[config.mk]
export PLATFORM = sky130hd
export DESIGN_NAME = tsm_exec
export DESIGN_NICKNAME = d
export VERILOG_FILES = /design/src/design/tsm_pkg.sv /design/src/design/tsm_exec.sv
export SDC_FILE = /design/constraint.sdc
export NUM_CORES = 1
export LEC_CHECK = 0
export ABC_CLOCK_PERIOD_IN_PS = 6000
export BUFFER_PORTS_ARGS = -buffer_cell sky130_fd_sc_hd__buf_2
export CELL_PAD_IN_SITES_DETAIL_PLACEMENT = 0
export CELL_PAD_IN_SITES_GLOBAL_PLACEMENT = 1
export CORE_MARGIN = 8
export CORE_UTILIZATION = 36
export DETAILED_ROUTE_END_ITERATION = 10
export PLACE_DENSITY_LB_ADDON = 0.1
export RECOVER_POWER = 25
export SYNTH_ARGS = -nofsm -noshare
export SYNTH_HDL_FRONTEND = slang
export SYNTH_SLANG_ARGS = --single-unit
export TNS_END_PERCENT = 30
[constraint.sdc]
create_clock -name vclk -period 6
set_input_delay 1.2 -clock vclk [all_inputs]
set_output_delay 1.2 -clock vclk [all_outputs]
set_load 0.05 [all_outputs]
[src/design/tsm_pkg.sv]
// Shared types and constants for the two-register stack machine step core.
// Holds the word layouts, opcode/status/action codes and the engine states.
// No dependencies.
`timescale 1ns / 1ps

package tsm_pkg;

   localparam int          DATA_W      = 32;
   localparam int          ADDR_FLD_W  = 12;
   localparam int          LIMIT_W     = 13;
   localparam logic [12:0] LIMIT_RESET = 13'd4095;
   localparam logic [31:0] SP_RESET    = 32'd2048;

   typedef enum logic [1:0] {
      ACT_WRITE   = 2'd0,
      ACT_READ    = 2'd1,
      ACT_STEP    = 2'd2,
      ACT_RESTART = 2'd3
   } action_type;

   typedef enum logic [2:0] {
      ST_DONE    = 3'd0,
      ST_HALT    = 3'd1,
      ST_UNKNOWN = 3'd2,
      ST_PAST    = 3'd3,
      ST_STOPPED = 3'd4
   } status_type;

   typedef enum logic [7:0] {
      OP_LDC    = 8'd0,
      OP_ADC    = 8'd1,
      OP_LDL    = 8'd2,
      OP_STL    = 8'd3,
      OP_LDNL   = 8'd4,
      OP_STNL   = 8'd5,
      OP_ADD    = 8'd6,
      OP_SUB    = 8'd7,
      OP_SHL    = 8'd8,
      OP_SHR    = 8'd9,
      OP_ADJ    = 8'd10,
      OP_A2SP   = 8'd11,
      OP_SP2A   = 8'd12,
      OP_CALL   = 8'd13,
      OP_RETURN = 8'd14,
      OP_BRZ    = 8'd15,
      OP_BRLZ   = 8'd16,
      OP_BR     = 8'd17,
      OP_HALT   = 8'd18
   } opcode_type;

   typedef enum logic {
      CSR_RUN_LIMIT   = 1'b0,
      CSR_STACK_START = 1'b1
   } csr_index_type;

   typedef enum logic [2:0] {
      ENG_CLEAR,
      ENG_IDLE,
      ENG_RDATA,
      ENG_EXEC,
      ENG_LOAD
   } eng_state_type;

   typedef struct packed {
      logic [1:0]            action;
      logic [ADDR_FLD_W-1:0] address;
      logic [DATA_W-1:0]     write_data;
   } req_type;

   typedef struct packed {
      logic [2:0]        status;
      logic [DATA_W-1:0] read_data;
      logic [7:0]        opcode_done;
      logic [DATA_W-1:0] pc_out;
      logic [DATA_W-1:0] sp_out;
      logic [DATA_W-1:0] a_out;
      logic [DATA_W-1:0] b_out;
   } rsp_type;

   typedef struct packed {
      logic [DATA_W-1:0] a;
      logic [DATA_W-1:0] b;
      logic [DATA_W-1:0] pc;
      logic [DATA_W-1:0] sp;
   } regs_type;

   // execute unit result for one instruction word
   typedef struct packed {
      regs_type          regs;
      status_type        status;
      logic              stop;
      logic              load;
      logic              store;
      logic [DATA_W-1:0] mem_addr;
      logic [DATA_W-1:0] wdata;
   } exec_res_type;

endpackage

[src/design/tsm_exec.sv]
// Instruction execute unit: decodes one fetched word against the current
// registers and returns the new registers plus any memory access needed.
// Uses tsm_pkg types.
`timescale 1ns / 1ps

module tsm_exec
   import tsm_pkg::*;
(
   input  logic [DATA_W-1:0] word,
   input  regs_type          cur,
   output exec_res_type      res
);

   logic [7:0]        op;
   logic [DATA_W-1:0] val;
   logic [DATA_W-1:0] pc_inc;
   logic [DATA_W-1:0] pc_tgt;
   logic [DATA_W-1:0] a_val;
   logic [DATA_W-1:0] sp_val;
   logic [DATA_W-1:0] shl_res;
   logic [DATA_W-1:0] shr_res;
   logic              big_shift;

   assign op     = word[7:0];
   assign val    = {{8{word[31]}}, word[31:8]};
   assign pc_inc = cur.pc + 32'd1;
   assign pc_tgt = pc_inc + val;
   assign a_val  = cur.a + val;
   assign sp_val = cur.sp + val;

   // count taken unsigned; 32 or more saturates
   assign big_shift = |cur.a[31:5];
   assign shl_res   = big_shift ? '0 : (cur.b << cur.a[4:0]);
   assign shr_res   = big_shift ? {DATA_W{cur.b[31]}}
                                : DATA_W'($signed(cur.b) >>> cur.a[4:0]);

   always_comb begin
      res          = '0;
      res.regs     = cur;
      res.regs.pc  = pc_inc;
      res.status   = ST_DONE;
      res.stop     = 1'b0;
      res.load     = 1'b0;
      res.store    = 1'b0;
      res.mem_addr = sp_val;
      res.wdata    = cur.a;
      unique case (op)
         OP_LDC: begin
            res.regs.b = cur.a;
            res.regs.a = val;
         end
         OP_ADC: res.regs.a = a_val;
         OP_LDL: begin
            res.regs.b   = cur.a;
            res.load     = 1'b1;
            res.mem_addr = sp_val;
         end
         OP_STL: begin
            res.store    = 1'b1;
            res.mem_addr = sp_val;
            res.wdata    = cur.a;
            res.regs.a   = cur.b;
         end
         OP_LDNL: begin
            res.load     = 1'b1;
            res.mem_addr = a_val;
         end
         OP_STNL: begin
            res.store    = 1'b1;
            res.mem_addr = a_val;
            res.wdata    = cur.b;
         end
         OP_ADD: res.regs.a = cur.b + cur.a;
         OP_SUB: res.regs.a = cur.b - cur.a;
         OP_SHL: res.regs.a = shl_res;
         OP_SHR: res.regs.a = shr_res;
         OP_ADJ: res.regs.sp = sp_val;
         OP_A2SP: begin
            res.regs.sp = cur.a;
            res.regs.a  = cur.b;
         end
         OP_SP2A: begin
            res.regs.b = cur.a;
            res.regs.a = cur.sp;
         end
         OP_CALL: begin
            res.regs.b  = cur.a;
            res.regs.a  = pc_inc;
            res.regs.pc = pc_tgt;
         end
         OP_RETURN: begin
            res.regs.pc = cur.a;
            res.regs.a  = cur.b;
         end
         OP_BRZ: begin
            if (cur.a == '0) begin
               res.regs.pc = pc_tgt;
            end
         end
         OP_BRLZ: begin
            if (cur.a[31]) begin
               res.regs.pc = pc_tgt;
            end
         end
         OP_BR: res.regs.pc = pc_tgt;
         OP_HALT: begin
            res.stop   = 1'b1;
            res.status = ST_HALT;
         end
         default: begin
            res.stop   = 1'b1;
            res.status = ST_UNKNOWN;
         end
      endcase
   end

endmodule

# Word level (Yosys, flattened, before mapping)

Index checks and enable logic that the tools add are counted.

Multiplexer cells: 13
$add $sub $neg: 6
Reductions and logical operators: 10
Equal/unequal tests: 18
Shifts and indexed selects: 2

Operators by type and width:

| operator                                      | number |
|---|---|
| case mux 32 bit (9 select lines)              | 1 |
| 2-to-1 mux 32 bit                             | 7 |
| adder 32 bit                                  | 4 |
| case mux 32 bit (4 select lines)              | 1 |
| == test 8 x 4 -> 1 bit, second input constant | 8 |
| case mux 32 bit (2 select lines)              | 1 |
| adder 32 x 1 -> 32 bit, second input constant | 1 |
| == test 8 x 3 -> 1 bit, second input constant | 4 |
| zero test 32 bit                              | 1 |
| << shifter 32 x 5 -> 32 bit                   | 1 |
| >>> shifter 32 x 5 -> 32 bit                  | 1 |
| subtractor 32 bit                             | 1 |
| OR reduction 27 bit                           | 1 |
| == test 8 x 5 -> 1 bit, second input constant | 3 |
| OR reduction 18 bit                           | 1 |
| == test 8 x 2 -> 1 bit, second input constant | 2 |
| == test 8 x 1 -> 1 bit, second input constant | 1 |
| zero test 8 bit                               | 1 |
| OR reduction 2 bit                            | 4 |
| case mux 3 bit (2 select lines)               | 1 |
| OR reduction 4 bit                            | 1 |
| OR reduction 3 bit                            | 1 |
| 2-to-1 mux 1 bit                              | 2 |

Logic and storage cells: 49
Flip-flop bits (word level): 0

# Logic depth before layout (Yosys ltp)

Gate-level depths: netlist of the first run.

Word-level depth: 4
Depth in mapped cells: 23

# Least setup slack after synthesis of the first run

OpenSTA, ideal clock, no wires.

Path kind: input to output
From: in cur[96] in the netlist's numbering
To: out res[196] in the netlist's numbering
Stages on the path: 22
Path slack: -0.802 ns
Path buffers: 4
Required time: 4.800 ns
Arrival time: 5.602 ns
Cells stage by stage: buf_2 buf_2 buf_2 nor2_1 nand2_1 nor3_1 inv_1 nor3_1 a31oi_1 xnor2_1 ha_1 clkbuf_1 a21oi_1 o21a_1 nor2b_1 a311oi_1 o21ai_0 a21oi_1 o21ai_0 mux2i_1 a21oi_1 o22ai_1

RTL lines:

| what            | line           | source |
|---|---|---|
| start, declared | tsm_exec.sv:10 | `input regs_type cur,` |
| end, declared   | tsm_exec.sv:11 | `output exec_res_type res` |

==> results of run 1 <==
[cells in the mapped netlist (28+ instances only)]
cell type,count,area [µm²]
nand3_1,55,275
clkbuf_1,126,473
inv_1,57,214
nor3_1,43,215
xnor2_1,97,850
a21oi_1,218,1090
a22oi_1,33,248
nand2_1,232,871
a21o_1,43,323
a211oi_1,30,225
xor2_1,76,666
nor2_1,193,724
mux4_2,35,788
mux2_2,72,811
o21ai_0,201,1010
ha_1,127,1590
o211ai_1,28,210
mux2i_1,98,981
[worst max-delay path: stages]
cell      delay [ps]
buf_6             90
or4_4            600
nor3_4           160
and2_4           200
nand4b_1         100
buf_4            200
o31ai_4          180
xor2_1           200
ha_1             290
nor3b_1          160
nor2_2           160
nor2_1            70
a211oi_1         190
o211ai_1         120
a211o_1          260
a211o_1          250
a41oi_2          230
a21oi_4           90
buf_6            160
[cells by family after synthesis]
family                   after synthesis  synth area share, %
AO/OA/AOI/OAI                        785                 33.7
XOR/XNOR                             173                 10.2
adder cells (fa/ha/maj)              131                 11.3
buffers and inverters                229                 6.05
multiplexers                         205                 17.4
other                                  1               0.0253
AND/OR/NAND/NOR                      674                 21.3
[where the power goes]
part           switching [mW]  internal, mW  leakage, nW
Sequential                  0             0            0
Clock                       0  0.0000000225   0.00000634
Combinational            1.58         0.883         9.18
[worst paths after layout]
| path | to | from | slack [ps] | cells after the start |
|---|---|---|---|---|
| worst max-delay path | res[195] | cur[113] | -130 | 19 |
| worst min-delay path | res[75] | cur[5] | 2850 | 4 |
[final cells by class]
cell class	instances	area, µm²
fill	4221	20200
inverter	61	229
tap	532	666
timing repair buffer	681	4700
multi-input combinational	1969	14900
antenna	1	2.50
[per-layer routing]
layer,vias up,part of all wire (%),wire (µm)
li1,9241,-,-
met1,9791,43,37700
met2,1105,44,38900
met3,192,9.0,7960
met4,0,4.3,3810
met5,-,0,0
[metrics by stage]
step	hold slack (ps)	instance area [µm²]	TNS (ps)	cells
CTS	2850	20000	-321	3229
global route	2870	20500	-2190	3244
finish	2850	20500	-420	3244
floorplan	2630	15000	-444	2198
detailed placement	2850	19500	-5770	3219
global placement	2850	19500	-4580	3219
[repair_timing]
action,4_1_cts,5_1_grt
gates cloned,0,0
buffers inserted,11,16
pin swaps,53,65
gates resized for setup,111,95
setup endpoints to repair,27,36
hold buffers,0,0
==> results.tsv, run 1 <==
stage	metric	value	unit
sta	rsz0062_at_grt	yes	
layout	seq_cells	0	
grt	grt.busiest_layer	met2	
power	power_density	120	mW/mm²
grt	grt_util_met2	54.0	%
floorplanning	dieArea	0.0478	mm²
logic_synthesis	syn_inst	2198	
logic_synthesis	syn_avg_cell_area	6.73	µm²
setup_path	crit_fanout	4	
route	drc	0	
route	wirelength	88400	µm
route	vias_per_cell	6.27	
hold_path	hp-class	in -> out	
sta	clock.fmax	163	MHz
floorplanning	start_util	36.3	%
route	drtPass1Iterations	6	
route	via_count	20300	
floorplanning	die_h	219	µm
placed_design	io_buffers	357	
run_status	violations	setup timing	
sta	relSlewSlack	6.50	%
layout	final_cell_mix	buf_4, buf_2, nand2_1	
grt	antenna_found_initial	1	
grt	use_met1	46.9	%
grt	grtUsageMet3	5.64	%
layout	final_util	50.4	%
sta	post-route-period-util	102	%
layout	seq_area	0	µm²
setup_path	start_kind	primary input	
floorplanning	die_w	219	µm
sta	worst_pin_slew	1390	ps
layout	clockBufferCount	0	
grt	grt_pass1_wl	127000	µm
floorplanning	core_area	0.0407	mm²
setup_path	crit_path_end_kind	output pin	
floorplanning	io_pins	358	
sta	final_max_slew_viol_count	0	
logic_synthesis	ys_warn_count	0	
route	ant_nets	0	
sta	post-route-min-period	6130	ps
grt	track_usage	34.5	%
sta	setup_viol	7	
logic_synthesis	syn_nets	2489	
logic_synthesis	ys_types	92	
setup_path	worstPathRequired	4800	ps
setup_path	crit_type	in -> out	
logic_synthesis	syn_area	0.0148	mm²
placed_design	gp_congestion	1.03	
grt	grt_overflow_total	0	
power	vdd_drop_max	0.0000911	V
layout	layout-drive-gt1-share	35.2	%
placed_design	pre_cts_slack	-564	ps
layout	area_growth	38.7	%
setup_path	worstPathArrival	4930	ps
grt	grt_pass1_vias	19900	
logic_synthesis	seq_area_frac_synth	0	%
layout	final_common_cell	buf_4	
route	drt_iter0_drc	2418	
sta	hold_viol	0	
sta	setup_ws	-126	ps
layout	final_nets	3004	
route	post_drt_wl_per_cell	27.2	µm
run	cap_violations	0	
power	power_leakage	9.18	nW
placed_design	dp_hpwl	72500	µm
run_status	outcome	complete, but fails checks	
grt	grt_max_degree	92	
floorplanning	fp-row-count	74	
power	fin_total_pwr	2.46	mW
Note: power is estimated with default switching activity, not from simulation.
==> run 2, diff against run 1 <==
Settings changed: MAX_ROUTING_LAYER from default to met4.
==> run 2 against run 1 <==
The run still ends with setup timing left. Maximum frequency grew 0.11%. Non-clock buffer count rose by 1. Setup slack improved by 6.8 ps. Worst hold slack got worse by 10 ps. Sequential share of layout area stayed put. Cell area down 1.6%. Core utilization fell by 0.83 points. Critical path type unchanged.
==> results.tsv, run 2 (synthesis results as in run 1) <==
stage	metric	value	unit	change
run_status	outcome	complete, but fails checks		unchanged
run_status	violations	setup timing		unchanged
hold_path	holdPathStages	4		unchanged
placed_design	post-place-cells	3232		was 3219
grt	grt_overflow_total	0		unchanged
hold_path	hp-class	in -> out		unchanged
hold_path	hp-start	cur[4]		was cur[5]
setup_path	critPathSlowestCell	ha_1		was or4_4
setup_path	cp_common_cell	buf_4		
clocking	cts_hold_buf	0		unchanged
placed_design	gp_congestion	1.05		was 1.03
grt	grt_max_degree	92		unchanged
layout	layout-drive-gt1-share	33.7	%	was 35.2%
sta	worst_pin_slew	1410	ps	was 1390 ps
floorplanning	die_h	219	µm	unchanged
layout	final_cell_mix	buf_4, buf_2, nand2_1		unchanged
setup_path	crit_type	in -> out		unchanged
setup_path	worstPathArrival	4920	ps	was 4930 ps
power	vdd_drop_max	0.0000925	V	was 0.0000911 V
grt	grt_pass1_wl	127000	µm	about the same
sta	setup_viol	11		was 7
sta	relSlewSlack	5.61	%	was 6.50%
setup_path	worstPathRequired	4800	ps	about the same
sta	hold_viol	0		unchanged
layout	seq_area	0	µm²	unchanged
setup_path	crit_fanout	10		was 4
placed_design	io_buffers	357		unchanged
layout	final_util	49.5	%	was 50.4%
floorplanning	io_pins	358		unchanged
route	ant_nets	0		unchanged
setup_path	crit_path_end_kind	output pin		unchanged
hold_path	hold_end	res[74]		was res[75]
setup_path	cp_slowest_stage_delay	390	ps	was 600 ps
floorplanning	start_util	36.3	%	unchanged
sta	fin_tns_setup	-597	ps	was -420 ps
sta	setup_ws	-119	ps	was -126 ps
layout	final_common_cell	buf_4		unchanged
sta	post-route-min-period	6120	ps	was 6130 ps
placed_design	dp_hpwl	72600	µm	was 72500 µm
sta	hold_ws	2840	ps	was 2850 ps
layout	multi_input_area	0.0146	mm²	was 0.0149 mm²
floorplanning	fp-row-count	74		unchanged
setup_path	path_delay_family	simple AND/OR/NAND/NOR gates		unchanged
grt	grt_pass1_vias	19700		was 19900
layout	final_cell_area	0.0202	mm²	was 0.0205 mm²
placed_design	pre_cts_slack	-466	ps	was -564 ps
placed_design	dpl_cell_area	0.0196	mm²	was 0.0195 mm²
layout	clockBufferCount	0		unchanged
grt	track_usage	35.7	%	was 34.5%
layout	fin_cells	3245		was 3244
layout	area_growth	36.4	%	was 38.7%
setup_path	path_cells	buf_4 > nor4_4 > buf_4 > nand2_1 > nor2_2 > nand2_4 > buf_4 > buf_4 > o31ai_1 > xor2_1 > ha_1 > nand4_1 > nor2_1 > nand2_1 > o21ai_2 > a21oi_4 > a41o_1 > o21a_1 > nor2b_2 > buf_4 > mux2i_4 > a21oi_4 > buf_8		was buf_6 > or4_4 > nor3_4 > and2_4 > nand4b_1 > buf_4 > o31ai_4 > xor2_1 > ha_1 > nor3b_1 > nor2_2 > nor2_1 > a211oi_1 > o211ai_1 > a211o_1 > a211o_1 > a41oi_2 > a21oi_4 > buf_6
layout	n_fill_cell	4256		was 4221
layout	seq_cells	0		unchanged
run	cap_violations	0		unchanged
route	post_drt_wl_per_cell	27.2	µm	about the same
layout	final_nets	3005		was 3004
setup_path	start_kind	primary input		unchanged
power	power_leakage	9.07	nW	was 9.18 nW
sta	rsz0062_at_grt	yes		unchanged
sta	post-route-period-util	102	%	about the same
route	vias_per_cell	6.23		was 6.27
route	drc	0		unchanged
power	power_density	121	mW/mm²	was 120 mW/mm²
route	via_count	20200		was 20300
floorplanning	core_area	0.0407	mm²	unchanged
grt	antenna_found_initial	1		unchanged
setup_path	worst-path-buf-inv	6		was 3
floorplanning	dieArea	0.0478	mm²	unchanged
sta	clock.fmax	163	MHz	about the same
power	fin_total_pwr	2.44	mW	was 2.46 mW
route	drt_iter0_drc	2390		was 2418
route	wirelength	88100	µm	was 88400 µm
sta	final_max_slew_viol_count	0		unchanged
route	drtPass1Iterations	6		unchanged
floorplanning	die_w	219	µm	unchanged
run 2: area by class of cell:
type	instances	share of cell area, %
Timing Repair Buffer	682	23.2
Multi-Input combinational cell	1969	72.4
Antenna cell	1	0.0124
Inverter	61	1.13
Tap cell	532	3.30
run 2: worst max path at each step:
stage,start,to,slack [ps],cells past startpoint
after floorplan,cur[34],res[131],-150,17
after global placement,cur[34],res[131],-470,21
after CTS,cur[113],res[195],-60,19
final,word[7],res[195],-120,23
after detailed placement,cur[34],res[133],-470,19
after global routing,cur[103],res[196],-340,23
run 2: routing by layer:
| layer | GRT usage [%] | share of wire [%] | vias up |
|---|---|---|---|
| met3 | 4.42 | 8.3 | 181 |
| met4 | 10.9 | 3.8 | 0 |
| li1 | - | - | 9234 |
| met5 | - | 0 | - |
| met2 | 54.7 | 44 | 1076 |
| met1 | 48.3 | 44 | 9719 |
run 2: repair_timing:
item / in CTS / in global routing
resized for setup: 62 / 66
setup endpoints to repair: 25 / 33
setup buffers: 6 / 6
pin swaps: 46 / 39
run 2: report_power, final:
part	internal [mW]	switching (mW)	total, mW
Sequential	0	0	0
Combinational	0.872	1.57	2.44
Clock	0.0000000224	0	0.0000000224
